[config.mk]
export PLATFORM = sky130hd
export DESIGN_NAME = fifo_queue_with_min_max_scan_core_flat
export DESIGN_NICKNAME = d
export VERILOG_FILES = /design/src/rtl/fqmm_pkg.sv /design/src/rtl/fqmm_in_if.sv /design/src/rtl/fqmm_out_if.sv /design/src/rtl/fqmm_front.sv /design/src/rtl/fqmm_back.sv /design/src/rtl/fifo_queue_with_min_max_scan_core.sv /design/src/flat_wrapper.sv
export SDC_FILE = /design/constraint.sdc
export NUM_CORES = 1
export LEC_CHECK = 0
export BUFFER_PORTS_ARGS = -buffer_cell sky130_fd_sc_hd__buf_4
export CORE_MARGIN = 3
export CORE_UTILIZATION = 45
export DETAILED_ROUTE_END_ITERATION = 12
export HOLD_SLACK_MARGIN = 0.1
export PLACE_DENSITY = 0.6
export SLEW_MARGIN = 20
export SYNTH_ARGS = -nofsm -noshare
export SYNTH_HDL_FRONTEND = slang
export SYNTH_SLANG_ARGS = --single-unit
[constraint.sdc]
create_clock -name clk -period 8.28 [get_ports clk]
set_input_delay 0 -clock clk [delete_from_list [all_inputs] [get_ports clk]]
set_output_delay 0 -clock clk [all_outputs]
set_load 0.1 [all_outputs]
[src/rtl/fqmm_pkg.sv]
// Shared types, constants and helpers for the FIFO queue with min/max scan.
package fqmm_pkg;

  localparam int DEPTH = 32;
  localparam int IDX_W = $clog2(DEPTH);
  localparam int CNT_W = $clog2(DEPTH + 1);
  localparam int DATA_W = 32;

  localparam int CQ_AW = 1;
  localparam int CQ_DEPTH = 1 << CQ_AW;

  localparam logic [DATA_W-1:0] MOST_NEG = {1'b1, {(DATA_W - 1){1'b0}}};

  localparam logic [2:0] REQ_PUSH  = 3'd0;
  localparam logic [2:0] REQ_POP   = 3'd1;
  localparam logic [2:0] REQ_CLEAR = 3'd2;
  localparam logic [2:0] REQ_LIST  = 3'd3;
  localparam logic [2:0] REQ_MIN   = 3'd4;
  localparam logic [2:0] REQ_MAX   = 3'd5;
  localparam logic [2:0] REQ_EVENS = 3'd6;

  typedef enum logic [2:0] {
    OP_PUSH, OP_POP, OP_CLEAR, OP_LIST, OP_MIN, OP_MAX, OP_EVENS, OP_NOP
  } op_t;

  typedef enum logic [1:0] {
    ST_OK    = 2'd0,
    ST_EMPTY = 2'd1,
    ST_FULL  = 2'd2
  } status_t;

  typedef enum logic [2:0] {
    BK_IDLE, BK_POP, BK_RD, BK_USE, BK_DONE
  } back_state_t;

  typedef struct packed {
    op_t                       op;
    logic signed [DATA_W-1:0]  value;
  } cmd_t;

  typedef struct packed {
    status_t                   status;
    logic signed [DATA_W-1:0]  value;
    logic                      last;
  } res_t;

  // Ring slot at offset b from a; b never exceeds DEPTH.
  function automatic logic [IDX_W-1:0] wrap_add(input logic [IDX_W-1:0] a,
                                                input logic [CNT_W-1:0] b);
    logic [CNT_W:0] sum;
    sum = (CNT_W + 1)'(a) + (CNT_W + 1)'(b);
    if (sum >= (CNT_W + 1)'(DEPTH)) begin
      sum = sum - (CNT_W + 1)'(DEPTH);
    end
    return sum[IDX_W-1:0];
  endfunction

endpackage

[src/rtl/fqmm_in_if.sv]
// Request channel: valid/ready handshake with request type and push value.
interface fqmm_in_if;
  logic               valid;
  logic               ready;
  logic [2:0]         req_type;
  logic signed [31:0] push_value;

  modport source (output valid, output req_type, output push_value, input ready);
  modport sink   (input valid, input req_type, input push_value, output ready);
endinterface

[src/rtl/fqmm_out_if.sv]
// Result channel: valid/ready handshake with status, value and last flag.
interface fqmm_out_if;
  logic               valid;
  logic               ready;
  logic [1:0]         status;
  logic signed [31:0] result_value;
  logic               last;

  modport source (output valid, output status, output result_value, output last,
                  input ready);
  modport sink   (input valid, input status, input result_value, input last,
                  output ready);
endinterface

[src/rtl/fqmm_front.sv]
// Front end: decodes requests into commands and buffers them in a small queue.
module fqmm_front (
  input  logic               clk,
  input  logic               rst_n,
  fqmm_in_if.sink            in_if,
  output logic               cmd_valid,
  input  logic               cmd_ready,
  output fqmm_pkg::cmd_t     cmd
);

  fqmm_pkg::cmd_t                    q_r [fqmm_pkg::CQ_DEPTH];
  logic [fqmm_pkg::CQ_AW-1:0]        wptr_r, wptr_nxt;
  logic [fqmm_pkg::CQ_AW-1:0]        rptr_r, rptr_nxt;
  logic [fqmm_pkg::CQ_AW:0]          cnt_r, cnt_nxt;
  logic                              push_en, pop_en;
  fqmm_pkg::cmd_t                    dec_cmd;

  always_comb begin
    dec_cmd.value = in_if.push_value;
    case (in_if.req_type)
      fqmm_pkg::REQ_PUSH:  dec_cmd.op = fqmm_pkg::OP_PUSH;
      fqmm_pkg::REQ_POP:   dec_cmd.op = fqmm_pkg::OP_POP;
      fqmm_pkg::REQ_CLEAR: dec_cmd.op = fqmm_pkg::OP_CLEAR;
      fqmm_pkg::REQ_LIST:  dec_cmd.op = fqmm_pkg::OP_LIST;
      fqmm_pkg::REQ_MIN:   dec_cmd.op = fqmm_pkg::OP_MIN;
      fqmm_pkg::REQ_MAX:   dec_cmd.op = fqmm_pkg::OP_MAX;
      fqmm_pkg::REQ_EVENS: dec_cmd.op = fqmm_pkg::OP_EVENS;
      default:             dec_cmd.op = fqmm_pkg::OP_NOP;
    endcase
  end

  assign in_if.ready = (cnt_r != (fqmm_pkg::CQ_AW + 1)'(fqmm_pkg::CQ_DEPTH));
  assign cmd_valid   = (cnt_r != '0);
  assign cmd         = q_r[rptr_r];

  assign push_en = in_if.valid && in_if.ready;
  assign pop_en  = cmd_valid && cmd_ready;

  always_comb begin
    wptr_nxt = push_en ? wptr_r + 1'b1 : wptr_r;
    rptr_nxt = pop_en ? rptr_r + 1'b1 : rptr_r;
    cnt_nxt  = cnt_r;
    if (push_en && !pop_en) begin
      cnt_nxt = cnt_r + (fqmm_pkg::CQ_AW + 1)'(1);
    end else if (pop_en && !push_en) begin
      cnt_nxt = cnt_r - (fqmm_pkg::CQ_AW + 1)'(1);
    end
  end

  always_ff @(posedge clk) begin
    if (!rst_n) begin
      wptr_r <= '0;
      rptr_r <= '0;
      cnt_r  <= '0;
    end else begin
      wptr_r <= wptr_nxt;
      rptr_r <= rptr_nxt;
      cnt_r  <= cnt_nxt;
    end
  end

  always_ff @(posedge clk) begin
    if (push_en) begin
      q_r[wptr_r] <= dec_cmd;
    end
  end

  a_cnt_bound: assert property (@(posedge clk) disable iff (!rst_n)
    cnt_r <= (fqmm_pkg::CQ_AW + 1)'(fqmm_pkg::CQ_DEPTH))
    else $error("command queue count out of range");

  a_ptr_track: assert property (@(posedge clk) disable iff (!rst_n)
    (cnt_r == '0 || cnt_r == (fqmm_pkg::CQ_AW + 1)'(fqmm_pkg::CQ_DEPTH))
      |-> (wptr_r == rptr_r))
    else $error("command queue pointers disagree with count");

endmodule

[src/rtl/fqmm_back.sv]
// Back end: ring storage, head/count state, request execution and result register.
module fqmm_back (
  input  logic               clk,
  input  logic               rst_n,
  input  logic               cmd_valid,
  output logic               cmd_ready,
  input  fqmm_pkg::cmd_t     cmd,
  fqmm_out_if.source         out_if
);

  localparam int IDX_W = fqmm_pkg::IDX_W;
  localparam int CNT_W = fqmm_pkg::CNT_W;
  localparam int DATA_W = fqmm_pkg::DATA_W;

  fqmm_pkg::back_state_t     state_r, state_nxt;
  fqmm_pkg::op_t             op_r, op_nxt;
  logic [IDX_W-1:0]          head_r, head_nxt;
  logic [CNT_W-1:0]          count_r, count_nxt;
  logic [CNT_W-1:0]          idx_r, idx_nxt;
  logic signed [DATA_W-1:0]  best_r, best_nxt;
  logic signed [DATA_W-1:0]  pend_r, pend_nxt;
  logic                      pend_valid_r, pend_valid_nxt;
  fqmm_pkg::res_t            res_r, res_nxt;

  logic [DATA_W-1:0]         ring_mem [fqmm_pkg::DEPTH];
  logic signed [DATA_W-1:0]  rd_data_r;
  logic                      mem_we, mem_re;
  logic [IDX_W-1:0]          mem_waddr, mem_raddr;

  logic                      out_valid_r;
  fqmm_pkg::res_t            out_res_r;
  logic                      can_load, out_load;
  fqmm_pkg::res_t            out_load_res;

  logic                      is_last, is_even, better;
  logic signed [DATA_W-1:0]  best_upd;

  assign can_load = !out_valid_r || out_if.ready;

  assign is_last = (idx_r == count_r - CNT_W'(1));
  assign is_even = !rd_data_r[0];
  assign better  = (idx_r == '0) ||
                   ((op_r == fqmm_pkg::OP_MIN) ? (rd_data_r < best_r) : (rd_data_r > best_r));
  assign best_upd = better ? rd_data_r : best_r;

  always_comb begin
    state_nxt      = state_r;
    op_nxt         = op_r;
    head_nxt       = head_r;
    count_nxt      = count_r;
    idx_nxt        = idx_r;
    best_nxt       = best_r;
    pend_nxt       = pend_r;
    pend_valid_nxt = pend_valid_r;
    res_nxt        = res_r;
    cmd_ready      = 1'b0;
    mem_we         = 1'b0;
    mem_waddr      = fqmm_pkg::wrap_add(head_r, count_r);
    mem_re         = 1'b0;
    mem_raddr      = fqmm_pkg::wrap_add(head_r, idx_r);
    out_load       = 1'b0;
    out_load_res   = res_r;

    case (state_r)
      fqmm_pkg::BK_IDLE: begin
        cmd_ready = 1'b1;
        if (cmd_valid) begin
          op_nxt         = cmd.op;
          idx_nxt        = '0;
          pend_valid_nxt = 1'b0;
          res_nxt        = '{status: fqmm_pkg::ST_OK, value: '0, last: 1'b1};
          state_nxt      = fqmm_pkg::BK_DONE;
          case (cmd.op)
            fqmm_pkg::OP_PUSH: begin
              if (count_r >= CNT_W'(fqmm_pkg::DEPTH)) begin
                res_nxt.status = fqmm_pkg::ST_FULL;
              end else begin
                mem_we    = 1'b1;
                count_nxt = count_r + CNT_W'(1);
              end
            end
            fqmm_pkg::OP_POP: begin
              if (count_r == '0) begin
                res_nxt.status = fqmm_pkg::ST_EMPTY;
                res_nxt.value  = fqmm_pkg::MOST_NEG;
              end else begin
                mem_re    = 1'b1;
                mem_raddr = head_r;
                state_nxt = fqmm_pkg::BK_POP;
              end
            end
            fqmm_pkg::OP_CLEAR: begin
              head_nxt  = '0;
              count_nxt = '0;
            end
            fqmm_pkg::OP_LIST, fqmm_pkg::OP_MIN, fqmm_pkg::OP_MAX,
            fqmm_pkg::OP_EVENS: begin
              if (count_r == '0) begin
                res_nxt.status = fqmm_pkg::ST_EMPTY;
              end else begin
                state_nxt = fqmm_pkg::BK_RD;
              end
            end
            default: ;
          endcase
        end
      end

      fqmm_pkg::BK_POP: begin
        res_nxt.value = rd_data_r;
        head_nxt      = fqmm_pkg::wrap_add(head_r, CNT_W'(1));
        count_nxt     = count_r - CNT_W'(1);
        state_nxt     = fqmm_pkg::BK_DONE;
      end

      fqmm_pkg::BK_RD: begin
        mem_re    = 1'b1;
        state_nxt = fqmm_pkg::BK_USE;
      end

      fqmm_pkg::BK_USE: begin
        case (op_r)
          fqmm_pkg::OP_LIST: begin
            if (can_load) begin
              out_load     = 1'b1;
              out_load_res = '{status: fqmm_pkg::ST_OK, value: rd_data_r, last: is_last};
              idx_nxt      = idx_r + CNT_W'(1);
              state_nxt    = is_last ? fqmm_pkg::BK_IDLE : fqmm_pkg::BK_RD;
            end
          end
          fqmm_pkg::OP_MIN, fqmm_pkg::OP_MAX: begin
            best_nxt = best_upd;
            idx_nxt  = idx_r + CNT_W'(1);
            if (is_last) begin
              res_nxt   = '{status: fqmm_pkg::ST_OK, value: best_upd, last: 1'b1};
              state_nxt = fqmm_pkg::BK_DONE;
            end else begin
              state_nxt = fqmm_pkg::BK_RD;
            end
          end
          default: begin
            // Evens: hold one found value back so the final one can carry last.
            if (!(is_even && pend_valid_r && !can_load)) begin
              if (is_even) begin
                if (pend_valid_r) begin
                  out_load     = 1'b1;
                  out_load_res = '{status: fqmm_pkg::ST_OK, value: pend_r, last: 1'b0};
                end
                pend_nxt       = rd_data_r;
                pend_valid_nxt = 1'b1;
              end
              idx_nxt = idx_r + CNT_W'(1);
              if (is_last) begin
                if (is_even || pend_valid_r) begin
                  res_nxt = '{status: fqmm_pkg::ST_OK,
                              value: is_even ? rd_data_r : pend_r, last: 1'b1};
                end else begin
                  res_nxt = '{status: fqmm_pkg::ST_EMPTY, value: '0, last: 1'b1};
                end
                state_nxt = fqmm_pkg::BK_DONE;
              end else begin
                state_nxt = fqmm_pkg::BK_RD;
              end
            end
          end
        endcase
      end

      fqmm_pkg::BK_DONE: begin
        if (can_load) begin
          out_load     = 1'b1;
          out_load_res = res_r;
          state_nxt    = fqmm_pkg::BK_IDLE;
        end
      end

      default: state_nxt = fqmm_pkg::BK_IDLE;
    endcase
  end

  always_ff @(posedge clk) begin
    if (!rst_n) begin
      state_r      <= fqmm_pkg::BK_IDLE;
      head_r       <= '0;
      count_r      <= '0;
      out_valid_r  <= 1'b0;
      pend_valid_r <= 1'b0;
    end else begin
      state_r      <= state_nxt;
      head_r       <= head_nxt;
      count_r      <= count_nxt;
      pend_valid_r <= pend_valid_nxt;
      if (out_load) begin
        out_valid_r <= 1'b1;
      end else if (out_if.ready) begin
        out_valid_r <= 1'b0;
      end
    end
  end

  always_ff @(posedge clk) begin
    op_r   <= op_nxt;
    idx_r  <= idx_nxt;
    best_r <= best_nxt;
    pend_r <= pend_nxt;
    res_r  <= res_nxt;
    if (out_load) begin
      out_res_r <= out_load_res;
    end
  end

  always_ff @(posedge clk) begin
    if (mem_we) begin
      ring_mem[mem_waddr] <= cmd.value;
    end
    if (mem_re) begin
      rd_data_r <= ring_mem[mem_raddr];
    end
  end

  assign out_if.valid        = out_valid_r;
  assign out_if.status       = out_res_r.status;
  assign out_if.result_value = out_res_r.value;
  assign out_if.last         = out_res_r.last;

  a_count_bound: assert property (@(posedge clk) disable iff (!rst_n)
    count_r <= CNT_W'(fqmm_pkg::DEPTH))
    else $error("entry count exceeds ring depth");

  a_no_overwrite: assert property (@(posedge clk) disable iff (!rst_n)
    out_load |-> can_load)
    else $error("result register overwritten while held");

  a_clear: assert property (@(posedge clk) disable iff (!rst_n)
    (state_r == fqmm_pkg::BK_IDLE && cmd_valid && cmd.op == fqmm_pkg::OP_CLEAR)
      |=> (count_r == '0 && head_r == '0))
    else $error("clear did not reset head and count");

  a_scan_idx: assert property (@(posedge clk) disable iff (!rst_n)
    (state_r == fqmm_pkg::BK_RD || state_r == fqmm_pkg::BK_USE) |-> (idx_r < count_r))
    else $error("scan index past entry count");

endmodule

[src/rtl/fifo_queue_with_min_max_scan_core.sv]
// Top level of the FIFO queue with min/max scan: request front end and execution back end.
//
//  channel  | dir | handshake      | payload
//  in_if    | in  | valid/ready    | req_type[2:0], push_value[31:0] signed
//  out_if   | out | valid/ready    | status[1:0], result_value[31:0] signed, last
//
//  Push, clear, unknown, any scan of an empty queue: idle, then done; pop: idle, pop, done, for the ring read.
//  List: one registered ring read per entry, a read state then a use state that loads the item.
//  Minimum, maximum, evens: a read state then a use state per entry; a done state loads the final item.
//  A two-entry command queue takes requests while the back end is busy.
//  Synchronous active-low reset empties the queue and sets head and count to zero.
//  A stalled result holds the back end; the front keeps accepting until its queue fills.
module fifo_queue_with_min_max_scan_core (
  input  logic        clk,
  input  logic        rst_n,
  fqmm_in_if.sink     in_if,
  fqmm_out_if.source  out_if
);

  logic            cmd_valid;
  logic            cmd_ready;
  fqmm_pkg::cmd_t  cmd;

  fqmm_front u_front (
    .clk       (clk),
    .rst_n     (rst_n),
    .in_if     (in_if),
    .cmd_valid (cmd_valid),
    .cmd_ready (cmd_ready),
    .cmd       (cmd)
  );

  fqmm_back u_back (
    .clk       (clk),
    .rst_n     (rst_n),
    .cmd_valid (cmd_valid),
    .cmd_ready (cmd_ready),
    .cmd       (cmd),
    .out_if    (out_if)
  );

endmodule

[src/flat_wrapper.sv]
// flat-port wrapper written by rule: the top's interface ports become plain ports
module fifo_queue_with_min_max_scan_core_flat 
  (clk, rst_n, in_if_valid, in_if_req_type, in_if_push_value, in_if_ready, out_if_valid, out_if_status, out_if_result_value, out_if_last, out_if_ready);
  fqmm_in_if in_if_i ();
  fqmm_out_if out_if_i ();
  input  logic clk;
  input  logic rst_n;
  input wire logic [$bits(in_if_i.valid)-1:0] in_if_valid;
  input wire logic [$bits(in_if_i.req_type)-1:0] in_if_req_type;
  input wire logic [$bits(in_if_i.push_value)-1:0] in_if_push_value;
  output wire logic [$bits(in_if_i.ready)-1:0] in_if_ready;
  output wire logic [$bits(out_if_i.valid)-1:0] out_if_valid;
  output wire logic [$bits(out_if_i.status)-1:0] out_if_status;
  output wire logic [$bits(out_if_i.result_value)-1:0] out_if_result_value;
  output wire logic [$bits(out_if_i.last)-1:0] out_if_last;
  input wire logic [$bits(out_if_i.ready)-1:0] out_if_ready;
  assign in_if_i.valid = in_if_valid;
  assign in_if_i.req_type = in_if_req_type;
  assign in_if_i.push_value = in_if_push_value;
  assign in_if_ready = in_if_i.ready;
  assign out_if_valid = out_if_i.valid;
  assign out_if_status = out_if_i.status;
  assign out_if_result_value = out_if_i.result_value;
  assign out_if_last = out_if_i.last;
  assign out_if_i.ready = out_if_ready;
  fifo_queue_with_min_max_scan_core u_core (.clk(clk), .rst_n(rst_n), .in_if(in_if_i), .out_if(out_if_i));
endmodule
# ---- Word-level counts from Yosys, hierarchy flattened
# Memory sizes are Yosys's and may differ from the RTL's. A register that Yosys moved wholly into a read port is not among the register bits.
# Cells that the tools add are included.
dict set report totals {
  latchBits 0
  rom_bits 0
  ram_bits 1094
  word_cells 198
  mem_count 2
  regBits 163
  out_inout_bits 37
}
dict set report classes {
  multipliers 0
  n_div 0
  eq_ne 35
  magnitude_cmp 6
  bitwise 2
  mux 84
  n_shift 0
  reduce_logical 38
  n_addsub 13
}
# memory depth word_bits read_ports rd_clocked_by_memory_dff wr line_no
set mem_list {}
lappend mem_list {u_core.u_back.ring_mem 32 32 1 1 1 fqmm_back.sv:25} ;# logic [DATA_W-1:0] ring_mem [fqmm_pkg::DEPTH];
lappend mem_list {u_core.u_front.q_r 2 35 1 1 1 fqmm_front.sv:11} ;# fqmm_pkg::cmd_t q_r [fqmm_pkg::CQ_DEPTH];
# op count
set op_table {}
lappend op_table {{$mux W35} 9}
lappend op_table {{$pmux W35 S2} 2}
lappend op_table {{$mux W32} 3}
lappend op_table {{$pmux W32 S3} 1}
lappend op_table {{$pmux W6 S2} 4}
lappend op_table {{$mux W5} 9}
lappend op_table {{$mux W34} 1}
lappend op_table {{$mux W33} 1}
lappend op_table {{$gt A32 B32 Y1} 1}
lappend op_table {{$lt A32 B32 Y1} 1}
lappend op_table {{$mux W6} 5}
lappend op_table {{$eq A3 B3 Y1 const B} 9}
lappend op_table {{$mux W1} 26}
lappend op_table {{$eq A3 B2 Y1 const B} 7}
lappend op_table {{$mux W3} 7}
lappend op_table {{$pmux W3 S7} 1}
lappend op_table {{$pmux W3 S5} 1}
lappend op_table {{$sub A5 B1 Y5 const B} 3}
lappend op_table {{$add A5 B6 Y7} 2}
lappend op_table {{$ge A7 B6 Y1 const B} 2}
lappend op_table {{$add A6 B1 Y6 const B} 2}
lappend op_table {{$ge A6 B6 Y1 const B} 2}
lappend op_table {{$logic_not A6 Y1} 2}
lappend op_table {{$ne A2 B2 Y1 const B} 6}
lappend op_table {{other kinds (33)} 71}

# ---- Longest topological paths before layout
dict set report depth {
  ltp_word 8
  ltp_mapped 14
  mapped_depth_nobuf 11
}

# ---- Cells and area by module
# A second synthesis with hierarchy kept.
dict set report unflattened {
  hier_cells 2757
  hier_area_um2 51864.7
}
# mod cells_each area_per_inst_um2 seq_area_each_um2 instances
set by_module_without_submodules {}
lappend by_module_without_submodules {fqmm_back 2621 49094.6 36294.8 1}
lappend by_module_without_submodules {fqmm_front 136 2770.2 2202.1 1}

# ---- Least setup slack after synthesis
# No wires, ideal clock.
dict set report synth_path {
  path_type {register to register}
  from {register u_core.u_back.count_r[0]}
  to {register u_core.u_back.res_r[10] (netlist name), enable pin}
  t_required_ps 7848
  path_stages_with_launch 12
  setup_ps 432
  t_arrival_ps 3354
  period_less_slack_ps 3786
  path_slack_ps 4494
  cell_sequence {dfxtp_1 -> inv_1 -> ha_1 -> nand2b_1 -> nor2_1 -> xnor2_1 -> xor2_1 -> nand3_1 -> nand2b_1 -> a31oi_1 -> o21ai_0 -> a21oi_1}
}
dict set report synth_via {
  elab_chain_cells 4
  word_cells_on_any_way 5
  cone_classes {add/sub: 1; eq/ne: 3; reduce/logical: 1}
}
# item line_no
set synth_rtl {}
lappend synth_rtl {{start: declaration} fqmm_back.sv:18} ;# logic [CNT_W-1:0] count_r, count_nxt;
lappend synth_rtl {{start signal: assignment} fqmm_back.sv:191} ;# count_r <= count_nxt;
lappend synth_rtl {{$sub A6 B1 Y6 *} fqmm_back.sv:40} ;# assign is_last = (idx_r == count_r - CNT_W'(1));
lappend synth_rtl {{$eq A6 B6 Y1 *} fqmm_back.sv:40}
lappend synth_rtl {{$ne A3 B3 Y1 (no source line)} --}
lappend synth_rtl {{$reduce_and A6 Y1 (no source line) *} --}
lappend synth_rtl {{end signal: assignment} fqmm_back.sv:206} ;# res_r <= res_nxt;
lappend synth_rtl {{end: declaration} fqmm_back.sv:23} ;# fqmm_pkg::res_t res_r, res_nxt;
# Every way passes the cells marked *; elsewhere a longest branch is shown, timed or not.
# A chain may end at the register's enable or synchronous reset.

# ---- Worst setup path in the final report
dict set report layout_path {
  from {register u_core.u_back.state_r[1]}
  to {register u_core.u_back.rd_data_r[11] (read register of u_core.u_back.ring_mem), data pin}
}
dict set report layout_via {
  elab_chain_cells 2
  word_cells_on_any_way 4
  cone_classes {eq/ne: 1; mux: 2; reduce/logical: 1}
}
# item line_no
set layout_rtl {}
lappend layout_rtl {{start: declaration} fqmm_back.sv:15} ;# fqmm_pkg::back_state_t state_r, state_nxt;
lappend layout_rtl {{start signal: assignment} fqmm_back.sv:183} ;# state_r <= fqmm_pkg::BK_IDLE;
lappend layout_rtl {{start signal: assignment} fqmm_back.sv:189} ;# state_r <= state_nxt;
lappend layout_rtl {{$eq A3 B2 Y1 or $logic_not A3 Y1 (tied branches)} fqmm_back.sv:64} ;# case (state_r)
lappend layout_rtl {{$pmux W1 S2 or $mux W5 (tied branches)} fqmm_back.sv:64}
lappend layout_rtl {{end: declaration} fqmm_back.sv:26} ;# logic signed [DATA_W-1:0] rd_data_r;
# Several ways; a longest one is shown, not always the timed one.

==> impl_metrics.py <==
metrics = {
    "route": {
        "post_drt_wl_per_cell_um": 26.5,
        "ant_nets": 0,
        "wl_um": 138000,
        "drc_errors": 0,
        "vias": 30600,
        "drt-vias-per-instance": 5.88,
        "drtPass1Iterations": 6,
        "drt-initial-drc-count": 3644,
    },
    "placement": {
        "gp_congestion": 0.799,
        "place_inst": 4907,
        "place_ws_ns": 3.49,
        "dp_hpwl_um": 69100,
        "placed_cell_area_um2": 54300,
        "port-buffer-count": 75,
    },
    "die": {
        "row_count": 123,
        "pin_count": 76,
        "core_um2": 113000,
        "start_util_pct": 45.7,
        "die-width_um": 345,
        "die_area_um2": 119000,
        "dieHeight_um": 345,
    },
    "timing": {
        "worst_pin_slew_ns": 0.990,
        "hold_slack_ns": 0.230,
        "clock.fmax_mhz": 209,
        "rsz0062_at_grt": "false",
        "slew_headroom_pct": 34.0,
        "fin_crit_ns": 4.80,
        "setup_viol": 0,
        "tns_ns": 0,
        "finalCritPeriodShare_pct": 57.9,
        "setup_ws_ns": 3.48,
        "clock_skew_ns": 0.0271,
        "final_max_slew_viol_count": 0,
        "hold_viol_final": 0,
    },
    "power_and_ir_drop": {
        "powerDensity_nw_per_um2": 329,
        "cellLeakagePower_nw": 19.8,
        "irDropWorstVdd_v": 0.000644,
        "p_total_mw": 19.4,
    },
    "logic_synthesis": {
        "seq_area_frac_synth_pct": 74.2,
        "synth_area_per_cell_um2": 14.9,
        "yosys-top-cells-count": "edfxtp_1 (1268), nand2_1 (709), mux2i_1 (195)",
        "netlist_instances": 3483,
        "synth_ff_type": "edfxtp_1",
        "synth-edff-count": 1268,
        "syn_area_um2": 51900,
        "ys_types": 58,
        "async_reset_ff_share_pct": 0,
        "synth_area_leaders": "edfxtp_1 (73%), nand2_1 (5.1%), mux2i_1 (3.8%)",
        "synth_top_area_share_pct": 73.4,
        "ys_ff_latch": 1289,
        "synth_most_common_cell": "edfxtp_1",
        "syn_nets": 3570,
        "ys.warnings.count": 0,
        "synth_top_cell_by_area": "edfxtp_1",
    },
    "global_routing": {
        "grt_pass1_wl_um": 201000,
        "grt_start_max_net_pins": 161,
        "grt_usage_pct": 22.7,
        "antenna_found_initial": 1,
        "gr-total-overflow": 0,
        "first_global_vias": 29500,
    },
    "cts": {
        "post_cts_buffers": 0,
        "cts_buffer_depth": 3,
        "cts_tree": "yes",
        "clkLatencyLatePin_ns": 0.73,
        "cts_htree_levels": 4,
        "path_clk_slew_ns": 0.06,
        "cts_buffers": 132,
        "cts_root_buf": "clkbuf_16",
        "clock-sinks": 1289,
    },
    "worst_setup_path": {
        "crit_required_ns": 8.75,
        "arrival_ns": 5.27,
        "path_class": "reg -> reg",
        "crit_path_end_kind": "register",
        "crit_fanout": 73,
        "start_kind": "register",
    },
    "layout": {
        "nNetsFinal": 3703,
        "stdcell_count": 5207,
        "final_cell_area_um2": 59100,
        "multi_input_area_um2": 12600,
        "drive_gt1_share_pct": 12.4,
        "regArea_um2": 38500,
        "num-fill-cells": 9255,
        "post-route-util_pct": 52.1,
        "antenna_cells": 0,
        "area_delta_synth_final_pct": 13.9,
    },
    "worst_hold_path": {
        "min_path_type": "in -> reg",
    },
    "run": {
        "maxCapViolations": 0,
    },
    "run_status": {
        "status": "finished, final reports clean",
    },
}
-- final timing paths --
kind	start	end	slack, ns	cells past startpoint
setup / recovery	u_core.u_back.state_r[1]	u_core.u_back.rd_data_r[11]	3.48	10
hold / removal	rst_n	u_core.u_back.head_r[2]	0.23	4
setup reg to reg	u_core.u_back.state_r[1]	u_core.u_back.rd_data_r[11]	3.48	10
hold reg to reg	u_core.u_back.res_r[24]	u_core.u_back.out_if.result_value[23]	0.52	2
-- critical path, cell delays in order (launching register included) --
cell and delay [ns]:
dfxtp_1 0.47, or2_1 0.33, or3_1 0.47, nor3_4 0.83, mux2_8 0.70, buf_4 0.75
mux2i_1 0.27, a32oi_1 0.08, and3_1 0.24, a31oi_1 0.14, nand3_1 0.08
-- metal layers --
layer  wire length, µm  vias up  track usage, %
met2             66500     1227            37.4
met1             58200    15500            31.4
met5                 0        -               0
li1                  -    13600               -
met3              9840      245            3.44
met4              3590        0            6.83
-- cells by family (layout without fill, tap and decap cells) --
family,count (synthesis),count (layout),synth area share (%)
buf+inv,257,481,2.30
xor+xnor,34,34,0.574
mux,294,294,5.92
flops,1289,1289,74.2
fa+ha+maj,48,48,1.19
simple gates,1155,1155,9.72
compound gates,406,406,6.07
-- placed cells by master, fill, tap and decap left out, types with 46 or more instances in the layout --
| master | netlist | layout |
|---|---|---|
| clkbuf_16 | 0 | 136 |
| a32oi_1 | 192 | 192 |
| buf_4 | 33 | 124 |
| o21ai_0 | 49 | 48 |
| edfxtp_1 | 1268 | 1268 |
| nand2_1 | 709 | 709 |
| dlygate4sd3_1 | 0 | 73 |
| nand4_1 | 74 | 74 |
| mux2_2 | 97 | 96 |
| and3_1 | 52 | 51 |
| ha_1 | 46 | 46 |
| mux2i_1 | 195 | 194 |
| nand3_1 | 178 | 178 |
-- sequential cells by signal (all words and copies together) (netlist names), 2 cells and up, named ones only --
signal and cells:
u_core.u_back.out_if.result_value 32, u_core.u_back.best_r 32, u_core.u_back.op_r 3, u_core.u_back.res_r 34, u_core.u_back.state_r 3, u_core.u_back.out_if.status 2, u_core.u_front.cnt_r 2, u_core.u_back.ring_mem 1024
u_core.u_back.pend_r 32, u_core.u_back.rd_data_r 32, u_core.u_front.q_r 70, u_core.u_back.head_r 5, u_core.u_back.idx_r 6, u_core.u_back.count_r 6
-- power by group --
part	internal [mW]	switching [mW]	total (mW)
Sequential	8.05	0.238	8.29
Clock	3.18	2.44	5.62
Combinational	1.62	3.87	5.49
-- repair_timing --
item | CTS | global route
hold endpoints to repair | 126 | 0
hold buffers | 73 | 0
resized for setup | 0 | 0
setup endpoints to repair | 0 | 0
-- area by class of cell --
type | instances | area share (%)
inverter | 47 | 0.299
timing repair buffer | 209 | 3.23
sequential | 1289 | 65.2
clock buffer | 159 | 5.91
tap | 1500 | 3.18
clock inverter | 66 | 0.873
multi-input combinational | 1937 | 21.3
Note: power is estimated with default switching activity, not from simulation.
